`src/design/lzssd_pkg.sv`:
```
// shared types and constants of the lzss ring dictionary decoder
package lzssd_pkg;

   localparam int WINDOW_DEPTH = 1024;
   localparam int WIN_AW       = $clog2(WINDOW_DEPTH);
   localparam int FILL_W       = WIN_AW + 1;
   localparam int CNT_W        = 7;

   localparam logic [WIN_AW-1:0] WIN_START = WIN_AW'(10'h3BE);
   localparam logic [FILL_W-1:0] FILL_FULL = FILL_W'(WINDOW_DEPTH);
   localparam logic [31:0]       SIZE_BIAS = 32'h0000_000C;
   localparam logic [CNT_W-1:0]  LEN_BIAS  = CNT_W'(3);
   localparam logic [7:0]        FLAG_FILL = 8'hFF;
   localparam logic [2:0]        HDR_LEN   = 3'd4;

   typedef enum logic [1:0] {
      PH_TOKEN,
      PH_BODY,
      PH_REF_LO
   } phase_type;

   typedef enum logic [1:0] {
      ENG_IDLE,
      ENG_LIT,
      ENG_COPY
   } eng_state_type;

   typedef struct packed {
      logic              clear;
      logic              load;
      logic [31:0]       load_value;
      logic              literal;
      logic              copy;
      logic [7:0]        data;
      logic [WIN_AW-1:0] offset;
      logic [CNT_W-1:0]  count;
   } cmd_type;

   typedef struct packed {
      logic idle;
      logic rem_zero;
   } status_type;

endpackage

```
`src/design/lzssd_engine.sv`:
```
// copy sequencer: literal and back-reference bytes, window writes, result pairing
module lzssd_engine
   import lzssd_pkg::*;
(
   input  logic              clock,
   input  logic              reset,
   input  cmd_type           cmd,
   output status_type        status,
   output logic              wr_en,
   output logic [WIN_AW-1:0] wr_addr,
   output logic [7:0]        wr_data,
   output logic [WIN_AW-1:0] rd_addr,
   input  logic [7:0]        rd_data,
   output logic              rsp_valid,
   input  logic              rsp_ready,
   output logic [7:0]        rsp_out_byte_a,
   output logic [7:0]        rsp_out_byte_b,
   output logic [1:0]        rsp_out_count,
   output logic              rsp_run_last,
   output logic              rsp_stream_done
);

   eng_state_type     state_ff, state_in;
   logic [31:0]       rem_ff, rem_in;
   logic [WIN_AW-1:0] wp_ff, wp_in;
   logic [FILL_W-1:0] fill_ff, fill_in;
   logic [7:0]        lit_ff, lit_in;
   logic [WIN_AW-1:0] src_ff, src_in;
   logic [CNT_W-1:0]  cnt_ff, cnt_in;
   logic [7:0]        pend_ff, pend_in;
   logic              pend_vld_ff, pend_vld_in;
   logic              rd_ok_ff, rd_ok_in;
   logic              fwd_ff, fwd_in;
   logic [7:0]        fwd_data_ff, fwd_data_in;

   logic              rsp_valid_ff;
   logic [7:0]        rsp_a_ff, rsp_b_ff;
   logic [1:0]        rsp_cnt_ff;
   logic              rsp_last_ff, rsp_done_ff;

   logic              out_free;
   logic              rem_done;
   logic [7:0]        copy_byte;
   logic              last;
   logic              adv;
   logic [WIN_AW-1:0] rd_rel;
   logic              push;
   logic [7:0]        push_a, push_b;
   logic [1:0]        push_cnt;
   logic              push_last;

   assign out_free  = !rsp_valid_ff || rsp_ready;
   assign rem_done  = (rem_ff == 32'd1);
   assign copy_byte = fwd_ff ? fwd_data_ff : (rd_ok_ff ? rd_data : 8'h00);
   assign last      = (cnt_ff == CNT_W'(1)) || rem_done;

   always_comb begin
      state_in    = state_ff;
      rem_in      = rem_ff;
      wp_in       = wp_ff;
      fill_in     = fill_ff;
      lit_in      = lit_ff;
      src_in      = src_ff;
      cnt_in      = cnt_ff;
      pend_in     = pend_ff;
      pend_vld_in = pend_vld_ff;
      fwd_in      = 1'b0;
      fwd_data_in = copy_byte;
      rd_addr     = src_ff;
      wr_en       = 1'b0;
      wr_addr     = wp_ff;
      wr_data     = copy_byte;
      adv         = 1'b0;
      push        = 1'b0;
      push_a      = 8'h00;
      push_b      = 8'h00;
      push_cnt    = 2'd1;
      push_last   = 1'b1;

      unique case (state_ff)
         ENG_IDLE: begin
            if (cmd.clear) begin
               rem_in  = 32'd0;
               wp_in   = WIN_START;
               fill_in = '0;
            end
            if (cmd.load) begin
               rem_in = cmd.load_value;
            end
            if (cmd.literal) begin
               lit_in   = cmd.data;
               state_in = ENG_LIT;
            end
            if (cmd.copy) begin
               src_in   = cmd.offset;
               rd_addr  = cmd.offset;
               cnt_in   = cmd.count;
               state_in = ENG_COPY;
            end
         end
         ENG_LIT: begin
            if (out_free) begin
               wr_en    = 1'b1;
               wr_data  = lit_ff;
               push     = 1'b1;
               push_a   = lit_ff;
               state_in = ENG_IDLE;
            end
         end
         ENG_COPY: begin
            adv = !(pend_vld_ff || last) || out_free;
            if (adv) begin
               wr_en       = 1'b1;
               wr_data     = copy_byte;
               src_in      = src_ff + WIN_AW'(1);
               rd_addr     = src_ff + WIN_AW'(1);
               // next read hits the entry written now: take the byte directly
               fwd_in      = (src_in == wp_ff);
               fwd_data_in = copy_byte;
               cnt_in      = cnt_ff - CNT_W'(1);
               if (pend_vld_ff) begin
                  push        = 1'b1;
                  push_a      = pend_ff;
                  push_b      = copy_byte;
                  push_cnt    = 2'd2;
                  push_last   = last;
                  pend_vld_in = 1'b0;
               end else if (last) begin
                  push   = 1'b1;
                  push_a = copy_byte;
               end else begin
                  pend_in     = copy_byte;
                  pend_vld_in = 1'b1;
               end
               if (last) begin
                  state_in = ENG_IDLE;
               end
            end
         end
         default: begin
            state_in = ENG_IDLE;
         end
      endcase

      if (wr_en) begin
         wp_in   = wp_ff + WIN_AW'(1);
         fill_in = (fill_ff == FILL_FULL) ? fill_ff : fill_ff + FILL_W'(1);
         rem_in  = rem_ff - 32'd1;
      end

      // entries outside the written run since stream start read as zero
      rd_rel   = rd_addr - WIN_START;
      rd_ok_in = ({1'b0, rd_rel} < fill_ff);
   end

   always_ff @(posedge clock) begin
      if (reset) begin
         state_ff    <= ENG_IDLE;
         rem_ff      <= 32'd0;
         wp_ff       <= WIN_START;
         fill_ff     <= '0;
         pend_vld_ff <= 1'b0;
         fwd_ff      <= 1'b0;
         rd_ok_ff    <= 1'b0;
      end else begin
         state_ff    <= state_in;
         rem_ff      <= rem_in;
         wp_ff       <= wp_in;
         fill_ff     <= fill_in;
         pend_vld_ff <= pend_vld_in;
         fwd_ff      <= fwd_in;
         rd_ok_ff    <= rd_ok_in;
      end
   end

   always_ff @(posedge clock) begin
      lit_ff      <= lit_in;
      src_ff      <= src_in;
      cnt_ff      <= cnt_in;
      pend_ff     <= pend_in;
      fwd_data_ff <= fwd_data_in;
   end

   always_ff @(posedge clock) begin
      if (reset) begin
         rsp_valid_ff <= 1'b0;
      end else if (push) begin
         rsp_valid_ff <= 1'b1;
      end else if (rsp_ready) begin
         rsp_valid_ff <= 1'b0;
      end
   end

   always_ff @(posedge clock) begin
      if (push) begin
         rsp_a_ff    <= push_a;
         rsp_b_ff    <= push_b;
         rsp_cnt_ff  <= push_cnt;
         rsp_last_ff <= push_last;
         rsp_done_ff <= rem_done;
      end
   end

   assign status.idle     = (state_ff == ENG_IDLE);
   assign status.rem_zero = (rem_ff == 32'd0);

   assign rsp_valid       = rsp_valid_ff;
   assign rsp_out_byte_a  = rsp_a_ff;
   assign rsp_out_byte_b  = rsp_b_ff;
   assign rsp_out_count   = rsp_cnt_ff;
   assign rsp_run_last    = rsp_last_ff;
   assign rsp_stream_done = rsp_done_ff;

endmodule

```
`config.mk`:
```
export PLATFORM = sky130hd
export DESIGN_NAME = lzssd_engine
export DESIGN_NICKNAME = d
export VERILOG_FILES = /design/src/design/lzssd_pkg.sv /design/src/design/lzssd_engine.sv
export SDC_FILE = /design/constraint.sdc
export NUM_CORES = 1
export LEC_CHECK = 0
export ABC_AREA = 1
export BUFFER_PORTS_ARGS = -buffer_cell sky130_fd_sc_hd__buf_2
export CAP_MARGIN = 20
export CORE_MARGIN = 3
export CORE_UTILIZATION = 60
export CTS_CLUSTER_DIAMETER = 40
export DETAILED_ROUTE_END_ITERATION = 10
export HOLD_SLACK_MARGIN = 0.06
export PLACE_DENSITY_LB_ADDON = 0.2
export SYNTH_ARGS = -nofsm -noshare
export SYNTH_HDL_FRONTEND = slang
export SYNTH_SLANG_ARGS = --single-unit
```
`constraint.sdc`:
```
create_clock -name clock -period 5.3 [get_ports clock]
set_clock_uncertainty 0.05 [all_clocks]
set_input_delay 1.06 -clock clock [delete_from_list [all_inputs] [get_ports clock]]
set_output_delay 1.06 -clock clock [all_outputs]
set_load 0.01 [all_outputs]
```
* Yosys cells after proc, flatten, opt, wreduce, memory -nomap -nowiden *
Cells that the tools add are included.

cells by class
  $add $sub $neg = 6
  multiply operators = 0
  bitwise operators = 4
  equality and inequality tests = 12
  mux-type cells = 44
  $lt $le $gt $ge = 1
  reduce and logical (&&, ||, !) cells = 23
  shift operators = 0
  div/mod/pow operators = 0

operators with widths
  cell                      count
  $mux W32                  4
  $mux W8                   8
  $mux W10                  5
  $mux W11                  4
  $eq A32 B1 Y1 const B     1
  $logic_not A32 Y1         1
  $sub A32 B1 Y32 const B   1
  $add A10 B1 Y10 const B   2
  $pmux W10 S2              1
  $pmux W8 S2               1
  $mux W7                   2
  $pmux W7 S2               1
  $mux W2                   6
  $add A11 B1 Y11 const B   1
  $eq A11 B11 Y1 const B    1
  $lt A10 B11 Y1            1
  $eq A10 B10 Y1            1
  $ne A2 B2 Y1 const B      5
  $sub A10 B10 Y10 const B  1
  $mux W1                   9
  $reduce_and A3 Y1         3
  $reduce_and A2 Y1         4
  $reduce_and A4 Y1         2
  $reduce_bool A2 Y1        4
  other kinds (13)          21

storage, ports and cells
  bits in latches = 0
  memory bits (writable) = 0
  bits in read-only memories = 0
  bits in registers = 120
  logic and storage cells = 108
  memories = 0
  output and inout port bits = 52

* Logic depth before layout (Yosys ltp) *
  depth after elaboration = 9
  gate-level depth with buffers = 26
  depth with buffers taken out = 26

* Worst setup path before layout *
No wires, ideal clock.

  path kind = input to register
  start = in rsp_ready
  end = reg rd_ok_ff
  path buffers = 0
  data required time = 5.130 ns
  arrival = 3.284 ns
  path slack = 1.846 ns
  stages on the path = 19
  path through = nor2_2 > inv_1 > nor2_1 > nand2_2 > nand2_2 > nand2_1 > nand3_1 > ha_1 > nand3_1 > nor2_1 > nand2_1 > nand3_1 > nand2_1 > ha_1 > inv_1 > nor2_1 > nand3_1 > o211ai_1 > a21oi_1

on the way
  word-level cells in the longest chain between the ends = 6

ends and longest elaborated chain
  element                 line                 RTL
  start: declaration      lzssd_engine.sv:15   input logic rsp_ready,
  $logic_or A1 B1 Y1      lzssd_engine.sv:52   assign out_free = !rsp_valid_ff || rsp_ready;
  $logic_or A1 B1 Y1      lzssd_engine.sv:111  adv = !(pend_vld_ff || last) || out_free;
  $mux W10                lzssd_engine.sv:112  if (adv) begin
  $pmux W10 S2            lzssd_engine.sv:80   unique case (state_ff)
  via rd_addr[1]          lzssd_engine.sv:12   output logic [WIN_AW-1:0] rd_addr,
  $sub A10 B10 Y10        lzssd_engine.sv:152  rd_rel = rd_addr - WIN_START;
  $lt A10 B11 Y1          lzssd_engine.sv:153  rd_ok_in = ({1'b0, rd_rel} < fill_ff);
  end signal: assignment  lzssd_engine.sv:172  rd_ok_ff <= rd_ok_in;
  end: declaration        lzssd_engine.sv:32   logic rd_ok_ff, rd_ok_in;

The timed path passes the listed nets, and every way through them passes these cells.
A chain may end at the register's enable or synchronous reset.

* Final worst setup path *
  start = reg state_ff[0]
  end = out rd_addr[6]

on the way
  word-level cells in the longest chain between the ends = 2
  elaborated cells between the ends (all ways) = 3

ends and longest elaborated chain
  element                                           line                 RTL
  start: declaration                                lzssd_engine.sv:23   eng_state_type state_ff, state_in;
  start signal: assignment                          lzssd_engine.sv:166  state_ff <= state_in;
  $eq A2 B2 Y1 or $logic_not A2 Y1 (tied branches)  lzssd_engine.sv:80
  $pmux W10 S2 (*)                                  lzssd_engine.sv:80
  end: declaration                                  lzssd_engine.sv:12

Mark *: on every way between the ends. The rest lies on a longest branch, timed or not.

==> results.md <==
- The flow ran to the end, and the final reports show no timing, DRC or antenna violations.
- Gates resized during post-CTS repair numbered 0.
- The total negative setup slack is 0 ns.
- The worst setup path category is reg -> out.
- Once placement finished, the instance area stood at slightly below 8000 µm².
- The mean number of vias per cell is 5.523.
- The total clock buffers created by CTS is 17.
- The share of layout cells above drive strength 1 is 0.2015.
- The maximum fanout along the worst path is 17.
- The latest clock arrival within the worst-skew pair is 0.42 ns.
- The number of max-slew violations in the final report is 0.
- The most used flip-flop cell after synthesis is dfxtp_1.
- From bottom edge to top edge, the die measures roughly 110 µm.
- Prior to clock tree synthesis, the placed netlist has a worst setup slack of approximately 1.1 ns.
- The total overflow left after global routing is 0.
- TritonCTS built the clock tree.
- At the pin with the least slew margin, the transition time is between 1 and 1.5 ns.
- Routability-driven placement finished with a final weighted congestion of 0.9181.
- The worst setup margin is slightly above 0.9 ns.
- Compared with the post-synthesis result, the final layout area differs by 17.29%.
- Excluding fillers, the count of instances in the completed layout stands at 1230.
- With fillers left out, the area of the finished cells amounts to around 8300 µm².
- Summed over all instances, the cell type with the most area after synthesis is dfxtp_1.
- The total leakage power is around 3.7 nW.
- The first global-routing pass estimated about 30000 µm of wire.
- The power density relative to cell area is 559.4 nW/µm².
- The number of primary I/O pins is about 120.
- The final hold violation count is 0.
- The utilization after layout is 0.7247.
- In this run the remaining antenna-violating nets after routing total 0.
- The row count is 39.
- The number of buffer cells added on primary ports is between 100 and 150.
- Hold timing on the final database bottoms out at a slack of 0.4096 ns.
- The worst hold path belongs to the class reg -> reg.
- After synthesis, the cell types taking the most area are dfxtp_1 (22%), edfxtp_1 (18%), nand2_1 (9.6%).
- Buffers inserted to repair hold after CTS numbered 0.
- The routed layout has roughly 6800 vias.
- Setup repair after global routing left no endpoint under its margin.
- The total design power is between 4 and 5 mW.
- The core area is roughly 11000 µm².
- The die footprint is 13150 µm².
- The number of distinct library cells after synthesis is 47.
- From left edge to right edge, the die measures approximately 110 µm.
- The total of fill cells in the finished design is 934.
- Post-CTS timing repair inserted 0 buffers for setup.
- The number of antenna violations at the first check in global routing came to 0.
- Clock-pin slew was measured on the worst setup and hold paths at 0.06 ns.
- The master of the slowest instance on the critical path is ha_1.
- The required arrival time at the worst endpoint is approximately 4.2 ns.
- The area of the mapped netlist is about 7100 µm².
- The number of clock sinks seen by CTS is 120.
- The count of synthesis-stage warnings from yosys is 0.
- CTS placed an instance of clkbuf_16 at the clock tree root.
- Entering global routing, the biggest net connects 42 pins.
- The critical path goes through inv_1, ha_1, clkinv_1, nor2_1, nand2_2, nand2_1, nand2_1, nand3_1, inv_1, a21oi_1, buf_2.
- The residual DRC count is 0.
- 0 antenna diodes ended up in the layout.
- The number of levels in the clock H-tree is 4.
- Data on the critical path arrives at its endpoint at about 3.3 ns.
- The number of global-route vias before repair came to roughly 6300.
- In the final routed layout, each cell accounts on average for roughly 15 µm.
- The synthesized design contains 43 enable-type register cells.
- The clock period minus final worst setup slack is about 4.4 ns.
- The estimated wirelength of the detail-placed design is roughly 13000 µm.
- The category of the worst setup path capture point is an output port.
- The starting utilization of the core area is 0.6179.
- A synthesized cell averages between 7 and 8 µm².
- The tool flagged a number of max-cap violations equal to 0.
- At the end of the flow, the number of nets in the layout was roughly 1200.
- Setup slack on the worst reg-to-reg path comes out at ~1.2 ns.
- The post-synthesis sequential element count is 120.
- Setup violations remaining at the end of the flow were counted as 0.
- The share of synthesized flip-flops with an asynchronous set or reset is 0.
- The maximum vdd ir drop is ~0.39 mV.
- The longest clock path from root to sink contains 2 buffers.
- When the netlist entered floorplanning its net count stood at ~1000.
- The share of the clock period used by the worst path after layout is 0.8281.
- The portion of the post-synthesis area used by sequential elements is 0.3998.
- The first TritonRoute pass finished after 5 iterations.
- Of the post-synthesis cell area, the dominant cell type holds 0.2176.
- The synthesized instance count is approximately 960.
- STA classifies the critical path startpoint as a flip-flop.
- The maximum frequency from static timing analysis is ~230 MHz.
- Measured against its own limit, the worst slew margin works out to 0.2937.
- The overall track demand over capacity in global routing is 0.2860.
- The delay contributed by the slowest stage of the critical path is between 0.6 and 0.7 ns.
- In this run, the number of DRC markers left after iteration 0 of detailed routing was ~670.
- Wires add up to 18580 µm.
- Once placement completed, the tool counted placed cells totaling ~1200.
==> layer usage <==
| metal | track usage | routed length (µm) |
|---|---|---|
| met1 | 0.3760 | 8279 |
| met2 | 0.4626 | 8700 |
| met3 | 0.07241 | 1274 |
| met4 | 0.09105 | 323 |
| met5 | 0 | 0 |
==> Yosys cell counts (6+ instances only) <==
cell	n
nand2_1	182
nor2_1	123
inv_1	107
dfxtp_1	77
o21ai_0	49
a21oi_1	48
nand3_1	48
o21ai_1	47
edfxtp_1	43
xor2_1	26
nor3_1	24
ha_1	22
nand2_2	18
inv_2	16
nand4_1	16
a22oi_1	13
a31oi_1	12
clkbuf_1	10
buf_6	7
a21oi_2	6
buf_2	6
==> area by class of cell <==
| type | instances | area (µm²) | area share |
|---|---|---|---|
| clock inverter | 12 | 102.6 | 0.01235 |
| clock buffer | 20 | 446.7 | 0.05375 |
| inverter | 127 | 479.2 | 0.05766 |
| timing repair buffer | 126 | 658.1 | 0.07919 |
| tap | 143 | 178.9 | 0.02153 |
| sequential | 120 | 2833 | 0.3409 |
| multi-input combinational | 682 | 3612 | 0.4347 |
==> power breakdown <==
group	switching [mW]	internal, mW
clock network	0.420	0.652
logic	1.44	0.727
registers	0.207	1.21
==> registers in the layout, indices dropped and copies added, names as in the netlist <==
| name | flops |
|---|---|
| rem_ff | 32 |
| fill_ff | 11 |
| src_ff | 10 |
| wr_addr | 10 |
| fwd_data_ff | 8 |
| lit_ff | 8 |
| pend_ff | 8 |
| rsp_out_byte_a | 8 |
| rsp_out_byte_b | 8 |
| cnt_ff | 7 |
| rsp_out_count | 2 |
| state_ff | 2 |
| fwd_ff | 1 |
| pend_vld_ff | 1 |
| rd_ok_ff | 1 |
| rsp_run_last | 1 |
| rsp_stream_done | 1 |
| rsp_valid | 1 |
==> layout by cell type (no fill, tap or decap), types with 13 or more instances in the layout <==
cell and instances:
a21oi_1 47, a22oi_1 13, buf_2 123, clkbuf_16 17
dfxtp_1 77, edfxtp_1 43, ha_1 22, inv_1 107
inv_2 16, nand2_1 182, nand2_2 18, nand3_1 48
nand4_1 16, nor2_1 123, nor3_1 24, o21ai_0 49
o21ai_1 47, xor2_1 26
==> logic make-up after synthesis <==
logic type,synth area share
adder cells (fa/ha/maj),0.03885
buffers and inverters,0.09094
AND/OR/NAND/NOR,0.2802
XOR/XNOR,0.03708
AO/OA/AOI/OAI,0.1531
flip-flops,0.3998
==> final timing paths <==
path	endpoint	startpoint	cells past startpoint
hold / removal	fill_ff[8]$_SDFFE_PP0P_	fill_ff[8]$_SDFFE_PP0P_	2
setup / recovery	rd_addr[6]	state_ff[0]$_SDFFE_PP0P_	11
hold reg to reg	fill_ff[8]$_SDFFE_PP0P_	fill_ff[8]$_SDFFE_PP0P_	2
setup reg to reg	rd_ok_ff$_SDFF_PP0_	state_ff[0]$_SDFFE_PP0P_	20
==> worst max-delay path: cells and delay by family, from the launching register on <==
| kind | cells | cell delay [ns] |
|---|---|---|
| DFF | 1 | 0.31 |
| buffers and inverters | 4 | 0.83 |
| AOI/OAI and AO/OA | 1 | 0.32 |
| and+or+nand+nor | 5 | 0.79 |
| adders and majority gates | 1 | 0.61 |
(Power assumes the default switching activity.)
