==> config.mk <==
export PLATFORM = sky130hd
export DESIGN_NAME = lzssd_parser
export DESIGN_NICKNAME = d
export VERILOG_FILES = /design/src/design/lzssd_pkg.sv /design/src/design/lzssd_parser.sv
export SDC_FILE = /design/constraint.sdc
export NUM_CORES = 1
export LEC_CHECK = 0
export ABC_CLOCK_PERIOD_IN_PS = 7420
export CORE_MARGIN = 1
export CORE_UTILIZATION = 55
export CTS_CLUSTER_SIZE = 8
export DETAILED_ROUTE_END_ITERATION = 8
export DONT_BUFFER_PORTS = 1
export PLACE_DENSITY = 0.7
export RECOVER_POWER = 50
export SLEW_MARGIN = 20
export SYNTH_ARGS = -nofsm -noshare
export SYNTH_HDL_FRONTEND = slang
export SYNTH_SLANG_ARGS = --single-unit
==> constraint.sdc <==
create_clock -name clock -period 7.42 [get_ports clock]
set_clock_uncertainty 0.05 [all_clocks]
set_input_delay 0.742 -clock clock [delete_from_list [all_inputs] [get_ports clock]]
set_output_delay 0.742 -clock clock [all_outputs]
set_load 0.05 [all_outputs]
==> src/design/lzssd_pkg.sv <==
// shared types and constants of the lzss ring dictionary decoder
package lzssd_pkg;

   localparam int WINDOW_DEPTH = 1024;
   localparam int WIN_AW       = $clog2(WINDOW_DEPTH);
   localparam int FILL_W       = WIN_AW + 1;
   localparam int CNT_W        = 7;

   localparam logic [WIN_AW-1:0] WIN_START = WIN_AW'(10'h3BE);
   localparam logic [FILL_W-1:0] FILL_FULL = FILL_W'(WINDOW_DEPTH);
   localparam logic [31:0]       SIZE_BIAS = 32'h0000_000C;
   localparam logic [CNT_W-1:0]  LEN_BIAS  = CNT_W'(3);
   localparam logic [7:0]        FLAG_FILL = 8'hFF;
   localparam logic [2:0]        HDR_LEN   = 3'd4;

   typedef enum logic [1:0] {
      PH_TOKEN,
      PH_BODY,
      PH_REF_LO
   } phase_type;

   typedef enum logic [1:0] {
      ENG_IDLE,
      ENG_LIT,
      ENG_COPY
   } eng_state_type;

   typedef struct packed {
      logic              clear;
      logic              load;
      logic [31:0]       load_value;
      logic              literal;
      logic              copy;
      logic [7:0]        data;
      logic [WIN_AW-1:0] offset;
      logic [CNT_W-1:0]  count;
   } cmd_type;

   typedef struct packed {
      logic idle;
      logic rem_zero;
   } status_type;

endpackage

==> src/design/lzssd_parser.sv <==
// stream parser: size header, flag bits and token bytes into engine commands
module lzssd_parser
   import lzssd_pkg::*;
(
   input  logic       clock,
   input  logic       reset,
   input  logic       req_valid,
   input  logic       req_ready,
   input  logic [7:0] req_in_byte,
   input  logic       req_stream_start,
   input  status_type status,
   output cmd_type    cmd
);

   logic [2:0]  hdr_ff, hdr_in;
   logic [23:0] acc_ff, acc_in;
   phase_type   phase_ff, phase_in;
   logic [15:0] flag_ff, flag_in;
   logic [7:0]  refhi_ff, refhi_in;

   logic        accept;
   logic [2:0]  eff_hdr;
   logic [23:0] eff_acc;
   phase_type   eff_phase;
   logic [15:0] eff_flag;
   logic [7:0]  eff_refhi;
   logic [15:0] shifted;
   logic [31:0] size_word;
   logic        body;
   logic        body_bit;

   assign accept = req_valid && req_ready;

   always_comb begin
      eff_hdr   = req_stream_start ? 3'd0 : hdr_ff;
      eff_acc   = req_stream_start ? 24'd0 : acc_ff;
      eff_phase = req_stream_start ? PH_TOKEN : phase_ff;
      eff_flag  = req_stream_start ? 16'd0 : flag_ff;
      eff_refhi = req_stream_start ? 8'd0 : refhi_ff;
      shifted   = {1'b0, eff_flag[15:1]};
      size_word = {eff_acc, req_in_byte};

      hdr_in   = hdr_ff;
      acc_in   = acc_ff;
      phase_in = phase_ff;
      flag_in  = flag_ff;
      refhi_in = refhi_ff;
      cmd      = '0;
      body     = 1'b0;
      body_bit = 1'b0;

      if (accept) begin
         cmd.clear = req_stream_start;
         hdr_in    = eff_hdr;
         acc_in    = eff_acc;
         phase_in  = eff_phase;
         flag_in   = eff_flag;
         refhi_in  = eff_refhi;
         if (eff_hdr != HDR_LEN) begin
            acc_in = {eff_acc[15:0], req_in_byte};
            hdr_in = eff_hdr + 3'd1;
            if (eff_hdr == HDR_LEN - 3'd1) begin
               cmd.load       = 1'b1;
               cmd.load_value = (size_word < SIZE_BIAS) ? 32'd0 : size_word - SIZE_BIAS;
            end
         end else if (!status.rem_zero) begin
            unique case (eff_phase)
               PH_TOKEN: begin
                  if (!shifted[8]) begin
                     // flag bits used up: this byte is a new flag byte
                     flag_in  = {FLAG_FILL, req_in_byte};
                     phase_in = PH_BODY;
                  end else begin
                     flag_in  = shifted;
                     body     = 1'b1;
                     body_bit = shifted[0];
                  end
               end
               PH_BODY: begin
                  body     = 1'b1;
                  body_bit = eff_flag[0];
               end
               PH_REF_LO: begin
                  cmd.copy   = 1'b1;
                  cmd.offset = {eff_refhi[1:0], req_in_byte};
                  cmd.count  = {1'b0, eff_refhi[7:2]} + LEN_BIAS;
                  phase_in   = PH_TOKEN;
               end
               default: begin
                  phase_in = PH_TOKEN;
               end
            endcase
            if (body) begin
               if (body_bit) begin
                  cmd.literal = 1'b1;
                  cmd.data    = req_in_byte;
                  phase_in    = PH_TOKEN;
               end else begin
                  refhi_in = req_in_byte;
                  phase_in = PH_REF_LO;
               end
            end
         end
      end
   end

   always_ff @(posedge clock) begin
      if (reset) begin
         hdr_ff   <= 3'd0;
         acc_ff   <= 24'd0;
         phase_ff <= PH_TOKEN;
         flag_ff  <= 16'd0;
         refhi_ff <= 8'd0;
      end else begin
         hdr_ff   <= hdr_in;
         acc_ff   <= acc_in;
         phase_ff <= phase_in;
         flag_ff  <= flag_in;
         refhi_ff <= refhi_in;
      end
   end

endmodule

; Word-level counts from Yosys, hierarchy flattened
; Index checks and enable logic that the tools add are counted.
; Widths: inputs -> output; s select.
[classes]
mux = 43
add_sub_neg = 3
bitwise = 0
order_cmp = 1
div_mod_pow = 0
shift = 0
n_eq_ne = 4
n_reduce_logical = 2
mul = 0
[ops]
columns = op, count
row1 = $mux 16, 5
row2 = $mux 33, 2
row3 = $mux 61, 1
row4 = $mux 8, 7
row5 = $mux 27, 2
row6 = $mux 24, 2
row7 = $lt 32x4->1 const B, 1
row8 = $mux 32, 1
row9 = $sub 32x4->32 const B, 1
row10 = $mux 17, 1
row11 = $mux 2, 6
row12 = $mux 1, 11
row13 = $add 6x2->7 const B, 1
row14 = $mux 3, 2
row15 = $pmux 1 s2, 2
row16 = $pmux 2 s2, 1
row17 = $add 3x1->3 const B, 1
row18 = $eq 3x2->1 const B, 1
row19 = $ne 3x3->1 const B, 1
row20 = $eq 2x1->1 const B, 1
row21 = $eq 2x2->1 const B, 1
row22 = $logic_not 2->1, 1
row23 = $logic_and 1x1->1, 1
[word_totals]
out_inout_bits = 61
latchBits = 0
n_memories = 0
input_bits = 15
ram_bits = 0
regBits = 53
mem_bits_ro = 0

; Depth between registers and ports, before layout
; Gate-level depths: netlist (run 1).
[logic_depth]
depth_word = 11
ltp_mapped = 11
depth_no_buf = 8

; Worst setup path after synthesis (run 1)
; No wires, ideal clock.
[synth_path]
path_kind = input -> output
start = in req_stream_start
end = out cmd[6] (netlist bit)
stages = 10
path_slack_ps = 2610
arrival_time_ps = 4018
n_path_buf = 3
required_ps = 6628
cell_sequence = inv_1 > buf_4 > buf_4 > nand2_1 > ha_1 > nand3b_1 > or3_1 > or3_1 > clkbuf_1 > nor4b_1
[synth_lines]
columns = element, line_no
row1 = "start, declared", lzssd_parser.sv:10  ; input logic req_stream_start,
row2 = "end, declared", lzssd_parser.sv:12  ; output cmd_type cmd

==> results.tsv, run 1 <==
stage	metric	value	unit
clocking	# Post-CTS Setup Buffers	0	
final_layout	register area	0.00106	sq mm
power_and_ir_drop	worst vdd ir	0.000127	V
worst_setup_path	CP max FO	39	
detailed_routing	Vias	3221	
run_status	failing checks	capacitance limit, slew limit	
sta	relative slew slack	-0.954	
sta	final setup TNS	0	ns
yosys	number of synthesized flops with an enable pin	0	
yosys	Net Count, Synth	492	
sta	final worst path period share	0.714	
sta	Worst Slack Setup Final	2.13	ns
sta	max-slew violation count	24	
clocking	clock latency on the worst-skew pair	0.30	ns
sta	Tmin final	5.29	ns
global_route	vias in the first global route	2759	
placement	Placed Instance Area	0.00340	sq mm
sta	Tightest Pin Transition	2.89	ns
worst_setup_path	Cell Chain, Critical Path	inv_1 > nand2_1 > ha_1 > nand3b_1 > or3_1 > nor4b_1 > and2_1	
global_route	initial antenna violation count	0	
floorplanning	die width	80.8	um
clocking	root buf cell	clkbuf_8	
global_route	largest net degree at the start of global routing	40	
detailed_routing	Wirelength per Cell	16.4	um
clocking	Clock Path Buffers	2	
global_route	global-route wire length before repair	13.6	mm
global_route	gr ovfl total	0	
yosys	sequential cell area fraction in the yosys report	0.310	
sta	Setup Viol. Count Final	0	
clocking	H-tree Lvls	2	
final_layout	most common cell after layout, fill and taps aside	nor2_1	
worst_setup_path	CP required	6.63	ns
yosys	Post-Syn Area	0.00342	sq mm
yosys	Seq cells post-synth	53	
worst_hold_path	Hold Path Class	flip-flop to flip-flop	
sta	final hold violations	0	
clocking	CTS Hold Buffers Added	0	
sta	Max Fclk	189	MHz
yosys	Post-synth top flop	dfxtp_1	
placement	DP Wirelength	5.80	mm
yosys	Synth Warn #	0	
detailed_routing	Initial DRT Pass Iterations	4	
power_and_ir_drop	pwr/cell area	161	mW/mm^2
global_route	Total GRT Usage	0.270	
worst_setup_path	Crit path max-delay family	simple AND/OR/NAND/NOR gates	
clocking	Num CTS Buffers	5	
floorplanning	Die Area	0.00653	sq mm
final_layout	layout cells sized above 1	0.0603	
final_layout	antenna cells	0	
power_and_ir_drop	leakage power	1.24	nW
sta	RSZ-0062 raised after global routing	no	
yosys	synth unique cells	55	
detailed_routing	Antenna Violating Nets Remaining	0	
final_layout	P&R area growth vs syn	1.83	%
final_layout	Nets	467	
floorplanning	I/O pin count	76	
worst_setup_path	startpoint types	primary input	
yosys	post-synth top area cell	dfxtp_1	
worst_setup_path	critical path type	primary input to primary output	
clocking	CTS tree	done	
placement	placer congestion estimate	0.831	
clocking	clock sinks	53	
clocking	register clock-pin slew on the reported worst setup and hold paths	0.09	ns
floorplanning	Initial Util	0.574	
detailed_routing	Total Wirelength	8.59	mm
yosys	Synth area leaders	dfxtp_1 (31%), nor2_1 (8.2%), a21oi_1 (7.3%)	
final_layout	fillers	581	
yosys	share of the synthesized area in the top cell type	0.310	
detailed_routing	DRC viols	0	
worst_setup_path	Worst EP arrival	4.50	ns
final_layout	commonest non-fill, non-tap cells in the layout	nor2_1 (75), nand2_1 (62), dfxtp_1 (53)	
placement	Place WS	3.38	ns
yosys	Cells after Synth	472	
clocking	quantity of gates resized following cts	0	
placement	PortBufs	0	
job	Max Cap Viol	3	
yosys	post-synthesis async set-or-reset flop share	0	
worst_setup_path	crit end category	primary output	
floorplanning	die height	80.8	um
run_status	status	finished, violations left	
final_layout	Layout Utilization	0.584	
worst_setup_path	Critical Path Max Stage Delay	2.25	ns
floorplanning	core area	0.00596	sq mm
detailed_routing	Iteration-0 DRC Markers	180	
worst_setup_path	slowest cell on the critical path	nor4b_1	
yosys	Mapped Avg Cell Area	7.24	sq um
floorplanning	num rows	28	
final_layout	footprint of the multi-input gates	0.00213	sq mm
detailed_routing	Via-to-Cell Ratio	6.16	
final_layout	final instance area	0.00348	sq mm
worst_setup_path	CP Buf/Inv Count	1	
cells by family after synthesis:
| group | count (synthesis) | synth area share |
|---|---|---|
| AO/OA/AOI/OAI | 120 | 0.219 |
| XOR/XNOR | 10 | 0.0256 |
| adder cells (fa/ha/maj) | 5 | 0.0183 |
| buffers and inverters | 48 | 0.0677 |
| flip-flops | 53 | 0.310 |
| multiplexers | 10 | 0.0296 |
| AND/OR/NAND/NOR | 226 | 0.329 |
cells in the mapped netlist (5+ instances only):
master    count
a21oi_1      50
nor2b_1      11
nand3_1       5
mux2i_1       9
ha_1          5
and3_1        5
nor2_1       75
a22oi_1      10
a211oi_1     17
o21ai_0      19
inv_1        11
nor3_1       12
xnor2_1       6
and2_1       19
buf_2         5
nand2_1      62
clkbuf_1     22
dfxtp_1      53
or3_1         7
per-layer routing:
layer	share of wire	track usage	up-vias
li1	-	-	1602
met5	0	0	-
met3	0.063	0.0483	12
met2	0.45	0.445	118
met1	0.46	0.353	1489
met4	0.020	0.0946	0
worst reg2reg max path: stages, from the launching register on:
cell	delay, ns
dfxtp_1	0.32
nand2_1	0.08
ha_1	0.16
nand3b_1	0.15
nor4_1	1.44
clkbuf_1	0.56
nor2_1	0.10
a211oi_1	0.25
path summary, 6_finish.rpt:
kind	startpoint	endpoint	slack, ns	depth (start not counted)
worst max register to register	hdr_ff[0]	flag_ff[1]	4.21	7
worst max-delay path	req_stream_start	cmd[22]	2.13	7
worst min register to register	acc_ff[3]	acc_ff[3]	0.41	2
worst min-delay path	acc_ff[3]	acc_ff[3]	0.41	2
state kept, by name (all words and copies together), names as in the netlist:
| name | cells |
|---|---|
| flag_ff | 16 |
| hdr_ff | 3 |
| acc_ff | 24 |
| phase_ff | 2 |
| refhi_ff | 8 |
power breakdown:
group | switching (W) | leakage [nW] | internal, W
Clock | 0.0000927 | 0.0585 | 0.000110
Combinational | 0.0000423 | 0.754 | 0.0000236
Sequential | 0.00000512 | 0.428 | 0.000288
Total | 0.000140 | 1.24 | 0.000422
layout make-up:
class,count,share of cell area
Multi-Input combinational cell,371,0.613
Sequential cell,53,0.305
Tap cell,75,0.0270
Clock buffer,7,0.0248
Inverter,11,0.0119
Timing Repair Buffer,5,0.00971
Clock inverter,1,0.00863
through the flow:
step                      cells  total power (W)  hold WS, ns
final                       523         0.000562        0.414
after global routing        523         0.000584        0.432
after CTS                   523         0.000563        0.412
after detailed placement    515         0.000365        0.399
after global placement      515         0.000364        0.387
after floorplan             472         0.000364        0.387
No activity file was read; power rests on OpenSTA's default activity.
==> run 2: changes to the inputs <==
--- a/config.mk
+++ b/config.mk
@@ -5,13 +5,14 @@
 export SDC_FILE = /design/constraint.sdc
 export NUM_CORES = 1
 export LEC_CHECK = 0
-export ABC_CLOCK_PERIOD_IN_PS = 7420
+export ABC_AREA = 1
+export ABC_CLOCK_PERIOD_IN_PS = 4800
 export CORE_MARGIN = 1
 export CORE_UTILIZATION = 55
 export CTS_CLUSTER_SIZE = 8
 export DETAILED_ROUTE_END_ITERATION = 8
 export DONT_BUFFER_PORTS = 1
-export PLACE_DENSITY = 0.7
+export PLACE_DENSITY = 0.73
 export RECOVER_POWER = 50
 export SLEW_MARGIN = 20
 export SYNTH_ARGS = -nofsm -noshare
==> constraint.sdc (replaced) <==
create_clock -name clock -period 4.8 [get_ports clock]
set_clock_uncertainty 0.05 [all_clocks]
set_input_delay 0.48 -clock clock [delete_from_list [all_inputs] [get_ports clock]]
set_output_delay 0.48 -clock clock [all_outputs]
set_load 0.05 [all_outputs]
==> run 2 against run 1 <==
  * The run now ends clean
  * Via count is 30% higher
  * Register-to-register slack got worse by 2.0 ns
  * Clock power grew 31%
  * Routed wire length is 20% higher
  * Hold slack got worse by 0.24 ns
  * Power increased by 66%
  * Critical endpoint is now cmd[34]
  * Highest routed layer unchanged
==> results.tsv, run 2 <==
stage	metric	value	unit
yosys	Post-Syn Area	0.00385	sq mm
worst_hold_path	Hold Path Class	primary input to flip-flop	
final_layout	max reg flops	24	
clocking	register clock-pin slew on the reported worst setup and hold paths	0.10	ns
detailed_routing	Vias	4173	
clocking	clock sinks	53	
yosys	Mapped Avg Cell Area	5.87	sq um
yosys	post-synthesis async set-or-reset flop share	0	
worst_setup_path	crit end category	primary output	
worst_setup_path	CP max FO	60	
placement	PortBufs	0	
global_route	Total GRT Usage	0.284	
final_layout	Nets	709	
final_layout	layout cells sized above 1	0.123	
clocking	# Post-CTS Setup Buffers	0	
yosys	share of the synthesized area in the top cell type	0.275	
sta	Tightest Pin Transition	1.13	ns
run_status	status	finished clean	
power_and_ir_drop	P_int	0.000625	W
clocking	clock latency on the worst-skew pair	0.32	ns
final_layout	fillers	639	
sta	final hold violations	0	
global_route	largest net degree at the start of global routing	61	
yosys	Synth area leaders	dfxtp_1 (28%), nand2_1 (17%), nor2_1 (13%)	
sta	Setup Viol. Count Final	0	
detailed_routing	Total Wirelength	10.3	mm
clocking	CTS Hold Buffers Added	0	
global_route	gr ovfl total	0	
sta	relative slew slack	0.248	
yosys	Net Count, Synth	677	
sta	final setup TNS	0	ns
power_and_ir_drop	Switch Pwr	0.000310	W
detailed_routing	DRC viols	0	
yosys	Post-synth top flop	dfxtp_1	
final_layout	commonest non-fill, non-tap cells in the layout	nand2_1 (174), nor2_1 (131), o21ai_0 (72)	
sta	Max Fclk	248	MHz
floorplanning	I/O pin count	76	
final_layout	P&R area growth vs syn	11.4	%
sta	max-slew violation count	0	
floorplanning	die width	85.7	um
floorplanning	die height	85.7	um
global_route	global-route wire length before repair	16.7	mm
detailed_routing	Wirelength per Cell	13.2	um
yosys	most frequent cell after synthesis	nand2_1	
yosys	sequential cell area fraction in the yosys report	0.275	
clocking	H-tree Lvls	2	
yosys	post-synth top area cell	dfxtp_1	
yosys	synth unique cells	30	
final_layout	Layout Utilization	0.632	
sta	RSZ-0062 raised after global routing	no	
sta	Fin Hold WS	0.169	ns
floorplanning	core area	0.00679	sq mm
clocking	quantity of gates resized following cts	0	
sta	final worst path period share	0.840	
clocking	CTS tree	done	
yosys	Cells after Synth	657	
clocking	Clock Path Buffers	2	
clocking	root buf cell	clkbuf_8	
worst_setup_path	CP required	4.27	ns
final_layout	antenna cells	0	
floorplanning	Initial Util	0.567	
detailed_routing	Antenna Violating Nets Remaining	0	
worst_setup_path	critical path type	primary input to primary output	
placement	DP Wirelength	7.71	mm
final_layout	largest reg by FF count	acc_ff	
placement	placer congestion estimate	0.930	
power_and_ir_drop	leakage power	2.10	nW
global_route	initial antenna violation count	0	
power_and_ir_drop	clock share of power	0.285	
final_layout	final instance area	0.00429	sq mm
yosys	Seq cells post-synth	53	
floorplanning	num rows	30	
yosys	Synth Warn #	0	
floorplanning	Die Area	0.00735	sq mm
placement	placed cells	778	
final_layout	Final Non-Filler Cells	786	
power_and_ir_drop	Comb pwr share	0.202	
power_and_ir_drop	Seq pwr share	0.513	
clocking	Num CTS Buffers	5	
global_route	vias in the first global route	3568	
detailed_routing	Initial DRT Pass Iterations	4	
yosys	synth cell count leaders	nand2_1 (172), nor2_1 (129), o21ai_0 (71), inv_1 (61), dfxtp_1 (53)	
worst_setup_path	startpoint types	primary input	
sta	Tmin final	4.03	ns
final_layout	biggest registers after layout	acc_ff: 24 flops, flag_ff: 16 flops, refhi_ff: 8 flops	
power_and_ir_drop	worst vdd ir	0.000160	V
detailed_routing	Iteration-0 DRC Markers	240	
power_and_ir_drop	Sw Share	0.331	
final_layout	most common cell after layout, fill and taps aside	nand2_1	
worst_setup_path	Worst EP arrival	3.50	ns
placement	Placed Instance Area	0.00422	sq mm
power_and_ir_drop	pwr/cell area	218	mW/mm^2
detailed_routing	Via-to-Cell Ratio	5.31	
yosys	number of synthesized flops with an enable pin	0	
job	Max Cap Viol	0	
run 2: changes by cell type after synthesis, moves of 12 or more:
cell / previous run / this run
a21oi_1: 50 / 35
a211oi_1: 17 / 5
nor2_1: 75 / 129
clkbuf_1: 22 / 10
inv_1: 11 / 61
nand2_2: 0 / 16
nand3_1: 5 / 28
nand2_1: 62 / 172
o21ai_0: 19 / 71
and2_1: 19 / 0
run 2: final cells by class:
class	instances	area, sq um	area share
tap	96	120	0.0280
clock inverter	3	25.0	0.00583
timing repair buffer	52	379	0.0883
multi-input combinational	513	2400	0.559
clock buffer	5	68.8	0.0160
sequential	53	1060	0.247
inverter	64	240	0.0560
run 2: cells by family after synthesis:
family	Yosys count	synth area share
buf+inv	91	0.101
simple gates	368	0.402
flops	53	0.275
fa+ha+maj	5	0.0162
xor+xnor	14	0.0318
compound gates	126	0.173
run 2: layer usage:
layer / wire, um / part of all wire / GRT usage / vias to the layer above
met4: 422 / 0.041 / 0.147 / 0
li1: - / - / - / 2143
met1: 4410 / 0.43 / 0.353 / 1852
met5: 0 / 0 / 0 / -
met2: 4940 / 0.48 / 0.483 / 151
met3: 559 / 0.054 / 0.0356 / 27
run 2: final timing paths:
check,startpoint,endpoint,slack (ns),cells after the start
worst max register to register,hdr_ff[0],flag_ff[5],2.18,10
worst min register to register,flag_ff[14],flag_ff[14],0.42,2
worst min-delay path,reset,flag_ff[8],0.17,1
worst max-delay path,req_stream_start,cmd[34],0.77,10
run 2: power by group through the flow:
stage | Combinational [W] | Clock, W | Sequential (W)
detailed placement | 0.000186 | 0 | 0.000489
floorplan | 0.000157 | 0 | 0.000484
finish | 0.000189 | 0.000266 | 0.000480
CTS | 0.000187 | 0.000268 | 0.000479
global route | 0.000217 | 0.000285 | 0.000483
global placement | 0.000184 | 0 | 0.000488
run 2: per-stage QoR:
step,total power [W],worst slack (ns)
after floorplan,0.000641,0.925
after global placement,0.000672,1.17
after detailed placement,0.000675,1.14
after CTS,0.000935,1.14
after global routing,0.000985,0.458
final,0.000934,0.770
run 2: critical path: stages:
cell and delay, ns:
inv_2 0.67, nand2_1 0.16, ha_1 0.26, nand3_1 0.11, nand2_1 0.16, nor2_1 0.12
clkbuf_1 0.55, nand2_2 0.50, nor2_1 0.23, buf_4 0.22
